--- config.mk ---
export PLATFORM = sky130hd
export DESIGN_NAME = cfa_engine_flat
export DESIGN_NICKNAME = d
export VERILOG_FILES = /design/src/cfa_pkg.sv /design/src/cfa_req_if.sv /design/src/cfa_engine.sv /design/src/flat_wrapper.sv
export SDC_FILE = /design/constraint.sdc
export NUM_CORES = 1
export LEC_CHECK = 0
export ABC_CLOCK_PERIOD_IN_PS = 13550
export BUFFER_PORTS_ARGS = -buffer_cell sky130_fd_sc_hd__buf_4
export CORE_MARGIN = 10
export CORE_UTILIZATION = 55
export DETAILED_ROUTE_END_ITERATION = 8
export PLACE_DENSITY_LB_ADDON = 0.25
export SETUP_SLACK_MARGIN = 0.5
export SYNTH_ARGS = -nofsm -noshare
export SYNTH_HDL_FRONTEND = slang
export SYNTH_SLANG_ARGS = --single-unit
--- constraint.sdc ---
create_clock -name i_clk -period 13.55 [get_ports i_clk]
set_clock_uncertainty 0.05 [all_clocks]
set_input_delay 0 -clock i_clk [delete_from_list [all_inputs] [get_ports i_clk]]
set_output_delay 0 -clock i_clk [all_outputs]
set_load 0.01 [all_outputs]
--- src/cfa_pkg.sv ---
// ----------------------------------------------------------------------------
// cfa_pkg
// Shared types and constants of the contiguous frame allocator.
// ----------------------------------------------------------------------------
`default_nettype none

package cfa_pkg;

    localparam int MAX_FRAMES = 8192;
    localparam int IDX_W      = $clog2(MAX_FRAMES);
    localparam int POS_W      = IDX_W + 1;

    localparam int FRAME_W    = 20;
    localparam int LEN_W      = 14;
    localparam int FREE_W     = 14;
    localparam int KIND_W     = 2;
    localparam int STAT_W     = 2;
    localparam int FST_W      = 2;
    localparam int CFG_W      = 20;
    localparam int CFG_IDX_W  = 1;

    // effective pool size after reset: min(8192, MAX_FRAMES)
    localparam logic [LEN_W-1:0] SIZE_RST = LEN_W'((8192 < MAX_FRAMES) ? 8192 : MAX_FRAMES);

    // register indexes
    localparam logic [CFG_IDX_W-1:0] CFG_POOL_BASE = 1'b0;
    localparam logic [CFG_IDX_W-1:0] CFG_POOL_SIZE = 1'b1;

    // per-frame state codes
    localparam logic [FST_W-1:0] FS_HEAD  = 2'd1;
    localparam logic [FST_W-1:0] FS_ALLOC = 2'd2;
    localparam logic [FST_W-1:0] FS_FREE  = 2'd3;

    typedef enum logic [KIND_W-1:0] {
        K_ALLOC   = 2'd0,
        K_RELEASE = 2'd1,
        K_MARK    = 2'd2,
        K_NONE    = 2'd3
    } t_kind;

    typedef enum logic [STAT_W-1:0] {
        ST_OK       = 2'd0,
        ST_NO_SPACE = 2'd1,
        ST_NOT_HEAD = 2'd2,
        ST_RANGE    = 2'd3
    } t_status;

    typedef enum logic [2:0] {
        S_CLEAR,
        S_IDLE,
        S_DECODE,
        S_SCAN,
        S_MARK,
        S_REL,
        S_DONE
    } t_state;

    typedef struct packed {
        logic               reinit;
        logic [FRAME_W-1:0] base;
        logic [LEN_W-1:0]   size;
    } t_cfg;

    typedef struct packed {
        logic [FRAME_W-1:0] head;
        t_status            status;
        logic [FREE_W-1:0]  free_frames;
    } t_result;

    typedef struct packed {
        logic             we;
        logic [IDX_W-1:0] waddr;
        logic [FST_W-1:0] wdata;
        logic             re;
        logic [IDX_W-1:0] raddr;
    } t_ram_req;

endpackage

`default_nettype wire

--- src/cfa_req_if.sv ---
// ----------------------------------------------------------------------------
// cfa_req_if
// Request channel: valid/ready handshake carrying one request word.
// ----------------------------------------------------------------------------
`default_nettype none

interface cfa_req_if import cfa_pkg::*; ();

    logic               valid;
    logic               ready;
    logic [KIND_W-1:0]  kind;
    logic [FRAME_W-1:0] frame_num;
    logic [LEN_W-1:0]   run_length;

    modport source (output valid, output kind, output frame_num, output run_length,
                    input ready);
    modport sink   (input valid, input kind, input frame_num, input run_length,
                    output ready);

endinterface

`default_nettype wire

--- src/cfa_engine.sv ---
// ----------------------------------------------------------------------------
// cfa_engine
// Request sequencer: clearing pass, first-fit scan, run marking and release
// walk over the frame-state RAM, plus the free-frame counter.
// ----------------------------------------------------------------------------
`default_nettype none

module cfa_engine import cfa_pkg::*; (
    input  wire logic             i_clk,
    input  wire logic             i_rst_n,
    input  wire t_cfg             i_cfg,
    cfa_req_if.sink               i_req,
    output t_ram_req              o_ram,
    input  wire logic [FST_W-1:0] i_ram_rdata,
    output logic                  o_res_valid,
    output t_result               o_res,
    input  wire logic             i_res_ack
);

    t_state             r_state, n_state;
    t_kind              r_kind, n_kind;
    logic [FRAME_W-1:0] r_fno, n_fno;
    logic [LEN_W-1:0]   r_len, n_len;
    logic [POS_W-1:0]   r_rd_pos, n_rd_pos;
    logic [POS_W-1:0]   r_lim, n_lim;
    logic               r_dv, n_dv;
    logic [IDX_W-1:0]   r_dpos, n_dpos;
    logic [LEN_W-1:0]   r_run, n_run;
    logic               r_first, n_first;
    logic [FREE_W-1:0]  r_free, n_free;
    logic [FRAME_W-1:0] r_head, n_head;
    t_status            r_status, n_status;
    logic [POS_W-1:0]   r_clr, n_clr;

    logic [FRAME_W-1:0] off;
    logic               in_pool;
    logic               mark_fits;
    logic               alloc_bad;
    logic               streaming;
    logic               issue;
    logic               stream_end;
    logic               rd_free;
    logic               rd_head;
    logic               found;
    logic               rel_stop;
    logic               clr_last;
    logic [IDX_W-1:0]   fit_start;

    assign off       = r_fno - i_cfg.base;
    assign in_pool   = (r_fno >= i_cfg.base) && (off < FRAME_W'(i_cfg.size));
    assign mark_fits = FRAME_W'(r_len) <= (FRAME_W'(i_cfg.size) - off);
    assign alloc_bad = (r_len > r_free) || (r_len > i_cfg.size);

    assign streaming  = (r_state == S_SCAN) || (r_state == S_MARK) || (r_state == S_REL);
    assign issue      = streaming && (r_rd_pos < r_lim);
    assign stream_end = !r_dv && !(r_rd_pos < r_lim);

    assign rd_free = (i_ram_rdata == FS_FREE);
    assign rd_head = (i_ram_rdata == FS_HEAD);

    // run completes at the frame now on the read port
    assign found     = r_dv && rd_free && ((r_run + LEN_W'(1)) == r_len);
    assign fit_start = r_dpos + IDX_W'(1) - IDX_W'(r_len);

    // first frame must be a head; later frames end the walk at head or free
    assign rel_stop = r_dv && (r_first ? !rd_head : (rd_head || rd_free));

    assign clr_last = (r_clr == POS_W'(MAX_FRAMES - 1));

    // next state
    always_comb begin
        n_state = r_state;
        unique case (r_state)
            S_CLEAR: begin
                if (clr_last) n_state = S_IDLE;
            end
            S_IDLE: begin
                if (i_req.valid) n_state = S_DECODE;
            end
            S_DECODE: begin
                unique case (r_kind)
                    K_ALLOC: begin
                        n_state = ((r_len == '0) || alloc_bad) ? S_DONE : S_SCAN;
                    end
                    K_RELEASE: begin
                        n_state = in_pool ? S_REL : S_DONE;
                    end
                    K_MARK: begin
                        n_state = ((r_len != '0) && in_pool && mark_fits) ? S_MARK : S_DONE;
                    end
                    K_NONE: begin
                        n_state = S_DONE;
                    end
                    default: n_state = S_DONE;
                endcase
            end
            S_SCAN: begin
                if (found)           n_state = S_MARK;
                else if (stream_end) n_state = S_DONE;
            end
            S_MARK: begin
                if (stream_end) n_state = S_DONE;
            end
            S_REL: begin
                if (rel_stop || stream_end) n_state = S_DONE;
            end
            S_DONE: begin
                if (i_res_ack) n_state = S_IDLE;
            end
            default: n_state = S_CLEAR;
        endcase
        if (i_cfg.reinit) n_state = S_CLEAR;
    end

    // datapath and RAM controls
    always_comb begin
        n_kind   = r_kind;
        n_fno    = r_fno;
        n_len    = r_len;
        n_rd_pos = r_rd_pos;
        n_lim    = r_lim;
        n_dv     = 1'b0;
        n_dpos   = r_rd_pos[IDX_W-1:0];
        n_run    = r_run;
        n_first  = r_first;
        n_free   = r_free;
        n_head   = r_head;
        n_status = r_status;
        n_clr    = r_clr;

        o_ram.we    = 1'b0;
        o_ram.waddr = r_dpos;
        o_ram.wdata = FS_FREE;
        o_ram.re    = issue;
        o_ram.raddr = r_rd_pos[IDX_W-1:0];

        if (issue) begin
            n_rd_pos = r_rd_pos + POS_W'(1);
            n_dv     = 1'b1;
        end

        unique case (r_state)
            S_CLEAR: begin
                o_ram.we    = 1'b1;
                o_ram.waddr = r_clr[IDX_W-1:0];
                o_ram.wdata = FS_FREE;
                n_clr       = r_clr + POS_W'(1);
                n_free      = FREE_W'(i_cfg.size);
            end
            S_IDLE: begin
                if (i_req.valid) begin
                    n_kind = t_kind'(i_req.kind);
                    n_fno  = i_req.frame_num;
                    n_len  = i_req.run_length;
                end
            end
            S_DECODE: begin
                n_head   = '0;
                n_run    = '0;
                n_first  = 1'b1;
                n_status = ST_OK;
                unique case (r_kind)
                    K_ALLOC: begin
                        if (r_len == '0) n_status = ST_RANGE;
                        else if (alloc_bad) n_status = ST_NO_SPACE;
                        n_rd_pos = '0;
                        n_lim    = POS_W'(i_cfg.size);
                    end
                    K_RELEASE: begin
                        if (!in_pool) n_status = ST_RANGE;
                        n_rd_pos = POS_W'(off);
                        n_lim    = POS_W'(i_cfg.size);
                    end
                    K_MARK: begin
                        if (!((r_len != '0) && in_pool && mark_fits)) n_status = ST_RANGE;
                        n_rd_pos = POS_W'(off);
                        n_lim    = POS_W'(off) + POS_W'(r_len);
                    end
                    K_NONE: begin
                        n_status = ST_RANGE;
                    end
                    default: n_status = ST_RANGE;
                endcase
            end
            S_SCAN: begin
                if (r_dv) begin
                    n_run = rd_free ? (r_run + LEN_W'(1)) : '0;
                end
                if (found) begin
                    // restart the stream over the run just found
                    n_rd_pos = POS_W'(fit_start);
                    n_lim    = POS_W'(r_dpos) + POS_W'(1);
                    n_dv     = 1'b0;
                    n_first  = 1'b1;
                    n_head   = i_cfg.base + FRAME_W'(fit_start);
                end else if (stream_end) begin
                    n_status = ST_NO_SPACE;
                end
            end
            S_MARK: begin
                if (r_dv) begin
                    o_ram.we    = 1'b1;
                    o_ram.wdata = r_first ? FS_HEAD : FS_ALLOC;
                    n_first     = 1'b0;
                    if (rd_free && (r_free != '0)) n_free = r_free - FREE_W'(1);
                end
            end
            S_REL: begin
                if (r_dv && !rel_stop) begin
                    o_ram.we    = 1'b1;
                    o_ram.wdata = FS_FREE;
                    n_first     = 1'b0;
                    n_free      = r_free + FREE_W'(1);
                end
                if (r_dv && r_first && !rd_head) n_status = ST_NOT_HEAD;
            end
            S_DONE: begin
            end
            default: begin
            end
        endcase

        if (i_cfg.reinit) begin
            n_clr = '0;
            n_dv  = 1'b0;
        end
    end

    always_ff @(posedge i_clk) begin
        if (!i_rst_n) begin
            r_state <= S_CLEAR;
            r_clr   <= '0;
            r_dv    <= 1'b0;
            r_free  <= '0;
        end else begin
            r_state <= n_state;
            r_clr   <= n_clr;
            r_dv    <= n_dv;
            r_free  <= n_free;
        end
    end

    always_ff @(posedge i_clk) begin
        r_kind   <= n_kind;
        r_fno    <= n_fno;
        r_len    <= n_len;
        r_rd_pos <= n_rd_pos;
        r_lim    <= n_lim;
        r_dpos   <= n_dpos;
        r_run    <= n_run;
        r_first  <= n_first;
        r_head   <= n_head;
        r_status <= n_status;
    end

    assign i_req.ready = (r_state == S_IDLE);

    assign o_res_valid       = (r_state == S_DONE);
    assign o_res.head        = r_head;
    assign o_res.status      = r_status;
    assign o_res.free_frames = r_free;

    a_free_in_pool: assert property (@(posedge i_clk) disable iff (!i_rst_n)
        (r_state == S_IDLE) |-> (r_free <= FREE_W'(i_cfg.size)))
        else $error("free count exceeds pool size");

    a_accept_decode: assert property (@(posedge i_clk) disable iff (!i_rst_n)
        (i_req.valid && i_req.ready && !i_cfg.reinit) |=> (r_state == S_DECODE))
        else $error("accepted word not decoded");

    a_scan_run: assert property (@(posedge i_clk) disable iff (!i_rst_n)
        (r_state == S_SCAN) |-> (r_run < r_len))
        else $error("scan run overran requested length");

    a_mark_bound: assert property (@(posedge i_clk) disable iff (!i_rst_n)
        (r_state == S_MARK && o_ram.we) |-> (POS_W'(o_ram.waddr) < r_lim))
        else $error("mark wrote past end of range");

endmodule

`default_nettype wire
--- src/flat_wrapper.sv ---
// flat-port wrapper written by rule: the top's interface ports become plain ports
module cfa_engine_flat import cfa_pkg::*;
  (i_clk, i_rst_n, i_cfg, o_ram, i_ram_rdata, o_res_valid, o_res, i_res_ack, i_req_valid, i_req_kind, i_req_frame_num, i_req_run_length, i_req_ready);
  cfa_req_if i_req_i ();
  input  wire logic i_clk;
  input  wire logic i_rst_n;
  input  wire t_cfg i_cfg;
  output t_ram_req o_ram;
  input  wire logic [FST_W-1:0] i_ram_rdata;
  output logic o_res_valid;
  output t_result o_res;
  input  wire logic i_res_ack;
  input wire logic [$bits(i_req_i.valid)-1:0] i_req_valid;
  input wire logic [$bits(i_req_i.kind)-1:0] i_req_kind;
  input wire logic [$bits(i_req_i.frame_num)-1:0] i_req_frame_num;
  input wire logic [$bits(i_req_i.run_length)-1:0] i_req_run_length;
  output wire logic [$bits(i_req_i.ready)-1:0] i_req_ready;
  assign i_req_i.valid = i_req_valid;
  assign i_req_i.kind = i_req_kind;
  assign i_req_i.frame_num = i_req_frame_num;
  assign i_req_i.run_length = i_req_run_length;
  assign i_req_ready = i_req_i.ready;
  cfa_engine u_core (.i_clk(i_clk), .i_rst_n(i_rst_n), .i_cfg(i_cfg), .i_req(i_req_i), .o_ram(o_ram), .i_ram_rdata(i_ram_rdata), .o_res_valid(o_res_valid), .o_res(o_res), .i_res_ack(i_res_ack));
endmodule
* Word level (Yosys, flattened, before mapping)
Cells that the tools add are included.
** Storage, ports and cells
- Bits in registers :: 146
- Bits in latches :: 0
- Bits in writable memories :: 0
- Bits in read-only memories :: 0
- Input bits :: 77
- Word-level logic and storage cells :: 152
- Memories :: 0
** Operators by class
- Add/subtract/negate cells :: 12
- Multipliers :: 0
- Div/mod/pow operators :: 0
- $lt $le $gt $ge :: 6
- Equality and inequality tests :: 26
- Shifts and indexed selects :: 0
- Mux-type cells :: 51
- Bitwise gates (word level) :: 1
- Reduce and logical (&&, ||, !) cells :: 42
** Operator list (number)
- 14-bit case mux with 2 select lines :: 5
- 14-bit 2-to-1 mux :: 8
- 14-bit by 1-bit adder with 14-bit output (second input constant) :: 4
- 14-bit case mux with 3 select lines :: 1
- 20-bit case mux with 2 select lines :: 1
- 14-bit greater-than comparator :: 2
- 14-bit nonzero test :: 2
- 2-bit 2-to-1 mux :: 11
- 3-bit 2-to-1 mux :: 7
- 3-bit case mux with 7 select lines :: 1
- 20-bit by 13-bit adder with 20-bit output :: 1
- 20-bit >= comparator :: 1
- 14-bit by 20-bit <= comparator with 1-bit output :: 1
- 20-bit by 14-bit < comparator with 1-bit output :: 1
- 20-bit 2-to-1 mux :: 1
- 14-bit by 20-bit subtractor with 20-bit output :: 1
- 20-bit subtractor :: 1
- 4-bit AND reduction :: 4
- 13-bit by 1-bit adder with 14-bit output (second input constant) :: 1
- 14-bit adder :: 1
- 14-bit by 13-bit == test with 1-bit output (second input constant) :: 1
- 14-bit == test :: 1
- 14-bit zero test :: 1
- 14-bit < comparator :: 1
- 30 further kinds :: 79

* Longest topological paths before layout
- Word-level depth :: 8
- Mapped depth :: 26

* Worst setup path before layout
No wires, ideal clock.
- Path kind :: register -> register
- From :: register u_core.r_fno[0]
- To :: register u_core.r_status[1] (data pin)
- Library setup time :: 278 ps
- Arrival time :: 4541 ps
- Data required time :: 13222 ps
- Path slack :: 8681 ps
- Stages on the path, launching flop included :: 25
- Path buffers :: 0
- Cell sequence :: edfxtp_1 inv_1 ha_1 inv_1 fa_1 a21o_1 a221oi_1 o21bai_1 a21oi_1 xnor2_1 inv_1 ha_1 and3_1 o2111ai_1 a21oi_1 nor2_1 xor2_1 ha_1 a211oi_1 o21ai_0 a211o_1 a21oi_1 o31ai_1 o31ai_1 o21ai_0
** On the way
- Cells in the longest elaborated chain, start to end :: 8
** Ends and longest elaborated chain
- start, declared :: line cfa_engine.sv:22 : logic [FRAME_W-1:0] r_fno, n_fno;
- start signal, assigned :: line cfa_engine.sv:245 : r_fno <= n_fno;
- branches (longest 6 deep; another with 20-bit subtractor)
- 2-bit case mux with 4 select lines * :: line cfa_engine.sv:162 : unique case (r_kind)
- 2-bit case mux with 3 select lines * :: line cfa_engine.sv:142 : unique case (r_state)
- named net u_core.n_status[1] :: line cfa_engine.sv:32 : t_status r_status, n_status;
- end signal, assigned :: line cfa_engine.sv:253 : r_status <= n_status;
- end, declared :: line cfa_engine.sv:32
Mark *: on every way through the listed nets, which the timed path passes.
A chain may end at the register's enable or synchronous reset.

* Final worst setup path
Ends and elaborated chain as after synthesis.

==> results.py <==
metrics = {
    "timing": {
        "tns_ns": 0,
        "slew_headroom_pct": 22.7,
        "drv_slew": 0,
        "rsz0062_at_grt": "false",
        "finalSetupViolations": 0,
        "max_freq_mhz": 171,
        "finalCriticalPeriod_ns": 5.84,
        "finalHoldViolations": 0,
        "worst_pin_slew_ns": 1.15,
        "period_share_pct": 43.1,
    },
    "detailed_routing": {
        "final_antenna_net_count": 0,
        "num_vias": 12000,
        "wl_per_cell_um": 20.9,
        "dr.pass1.iters": 5,
        "drt_iter0_drc": 1253,
        "drc": 0,
        "vias_per_cell": 6.20,
        "routed_wl_um": 40500,
    },
    "die": {
        "die_y_um": 172,
        "fp.dieW_um": 172,
        "core_area_mm2": 0.0227,
        "dieArea_mm2": 0.0296,
        "start_util_pct": 56.1,
        "num_rows": 55,
        "pin_count": 145,
    },
    "global_routing": {
        "grt_max_degree": 46,
        "grt_pass1_vias": 11600,
        "overflow": 0,
        "antenna_found_initial": 0,
        "grt_first_pass_wirelength_um": 62700,
        "grt_usage_pct": 27.1,
    },
    "place": {
        "place_hpwl_um": 31200,
        "port-buffer-count": 144,
        "gp_congestion": 0.963,
    },
    "worst_setup_path": {
        "cp.required_ns": 13.67,
        "start_kind": "register",
        "critPathArrivalTime_ns": 5.96,
        "crit_path_end_kind": "register",
        "path_class": "reg -> reg",
        "crit_path_max_fanout": 5,
    },
    "synth": {
        "synth_flop_cell": "edfxtp_1",
        "syn-cell-area_mm2": 0.0127,
        "avgSynthCellArea_um2": 8.68,
        "synth_cell_types": 79,
        "synth-seq-cells": 146,
        "synthCells": 1467,
        "yosysSeqAreaShare_pct": 29.8,
        "syn-num-nets": 1708,
        "yosys_warnings": 0,
        "async_flop_share_pct": 0,
        "synth_edf_count": 87,
    },
    "worst_hold_path": {
        "hold_class": "in -> reg",
    },
    "clock_tree": {
        "cts_tree": "yes",
        "clk_latency_ns": 0.45,
        "clock-sinks": 146,
        "clock_path_buffers": 2,
        "post-cts-setup-buffer-count": 0,
        "clk_pin_slew_worst_paths_ns": 0.07,
        "cts_buffers": 17,
        "clk_root_buffer_cell": "clkbuf_16",
        "htreeDepth": 4,
    },
    "power": {
        "power_density_mw_per_mm2": 96.0,
        "vdd_drop_max_v": 0.0000632,
        "power.leakage_uw": 0.00657,
        "total_power_uw": 1460,
    },
    "finish": {
        "layout-drive-gt1-share_pct": 13.0,
        "antenna_cells": 0,
        "nNetsFinal": 1881,
        "final_cell_mix": "ha_1 (158), buf_4 (150), nor2_1 (138)",
        "layout_commonest_cell": "ha_1",
        "area_delta_synth_final_pct": 19.1,
    },
    "run_status": {
        "outcome": "complete, no violations",
    },
    "job": {
        "cap_violations": 0,
    },
}
[worst max-delay path, cell delays in order (launching register included)]
cell and delay, ns:
edfxtp_1 0.37, inv_1 0.07, ha_1 0.16, inv_1 0.06, fa_1 0.40, a21o_1 0.19
a221oi_1 0.57, o21bai_1 0.11, a21oi_1 0.19, xnor2_1 0.21, inv_1 0.11, ha_1 0.37
and3_1 0.25, o2111ai_1 0.18, a21oi_1 0.22, nor2_1 0.08, xor2_1 0.14, ha_1 0.31
a211oi_1 0.20, o21ai_0 0.11, a211o_1 0.28, a21oi_1 0.16, o31ai_1 0.10, o31ai_1 0.47
o21ai_0 0.17
[registers in the layout, summed over array words and instances, names as in the netlist, 13 cells and up]
signal / cells
u_core.r_fno: 20
u_core.r_head: 20
u_core.r_clr: 14
u_core.r_free: 14
u_core.r_len: 14
u_core.r_lim: 14
u_core.r_rd_pos: 14
u_core.r_run: 14
u_core.r_dpos: 13
[through the flow]
stage	util, %	instance area, µm²	hold slack [ns]	worst slack [ns]	cells
after global placement	61.4	13900	0.128	7.87	1846
after CTS	66.8	15200	0.0135	7.72	1938
after floorplan	-	12700	0.0489	8.68	1467
final	66.8	15200	0.0160	7.71	1938
after global routing	66.8	15200	0.0501	7.27	1938
after detailed placement	61.4	13900	0.129	7.79	1846
[kinds of logic after synthesis]
| group | after synthesis | synth area share, % |
|---|---|---|
| and+or+nand+nor | 447 | 17.7 |
| buffers and inverters | 194 | 6.29 |
| adders and majority gates | 165 | 16.6 |
| AOI/OAI and AO/OA | 367 | 19.1 |
| DFF | 146 | 29.8 |
| muxes | 26 | 2.16 |
| xor gates and xnor gates | 122 | 8.39 |
[cells in the mapped netlist (all sizes together) (7+ instances only)]
cell type	n	area, µm²
o211ai	11	82.6
o21ai	66	330
clkbuf	28	106
nor3	31	160
nor2	139	522
o21bai	15	113
nand2	75	282
nand4	38	253
o31ai	17	128
a31oi	20	125
nor2b	7	43.8
a21o	34	255
xor2	50	438
mux2i	14	140
o311ai	8	70.1
a211oi	20	150
and3	25	156
nand2b	18	113
and2	12	75.1
dfxtp	59	1180
edfxtp	87	2610
o21a	9	67.6
nor4	14	103
nand3	47	240
inv	137	514
or3	12	75.1
buf	28	176
mux2	12	135
and4	9	78.8
xnor2	72	631
ha	158	1980
a21oi	96	480
[final timing paths]
path,start,end,slack [ns],cells past startpoint
max,u_core.r_fno[0]$_DFFE_PP_,u_core.r_status[1]$_DFFE_PP_,7.71,24
min,i_cfg[24],u_core.r_head[10]$_SDFFCE_PN0P_,0.02,4
max reg2reg,u_core.r_fno[0]$_DFFE_PP_,u_core.r_status[1]$_DFFE_PP_,7.71,24
min reg2reg,u_core.r_rd_pos[5]$_DFF_P_,u_core.r_dpos[5]$_DFF_P_,0.39,0
[timing repair]
item,CTS,global route
hold endpoints to repair,59,0
hold buffers,60,0
gates resized for setup,0,0
[where the power goes]
| part | switching, µW | internal, µW | leakage [µW] |
|---|---|---|---|
| Clock | 226 | 278 | 0.000310 |
| Sequential | 27.1 | 480 | 0.00131 |
| Combinational | 245 | 200 | 0.00495 |
[layout make-up]
type,instances,area [µm²]
multi-input cells,1127,8150
inverters,138,518
fillers,1859,7540
clock buffers,20,500
clock inverters,12,123
flip-flops and latches,146,3790
well taps,285,357
repair buffers,210,1730
[routing by layer]
| layer | vias up | global-route usage, % | share of wire (%) | routed length, µm |
|---|---|---|---|---|
| li1 | 5729 | - | - | - |
| met1 | 5633 | 35.2 | 41 | 16800 |
| met2 | 557 | 44.2 | 47 | 18900 |
| met3 | 89 | 4.83 | 8.8 | 3560 |
| met4 | 0 | 9.78 | 3.1 | 1250 |
| met5 | - | 0 | 0 | 0 |
No activity file was read; power rests on OpenSTA's default activity.
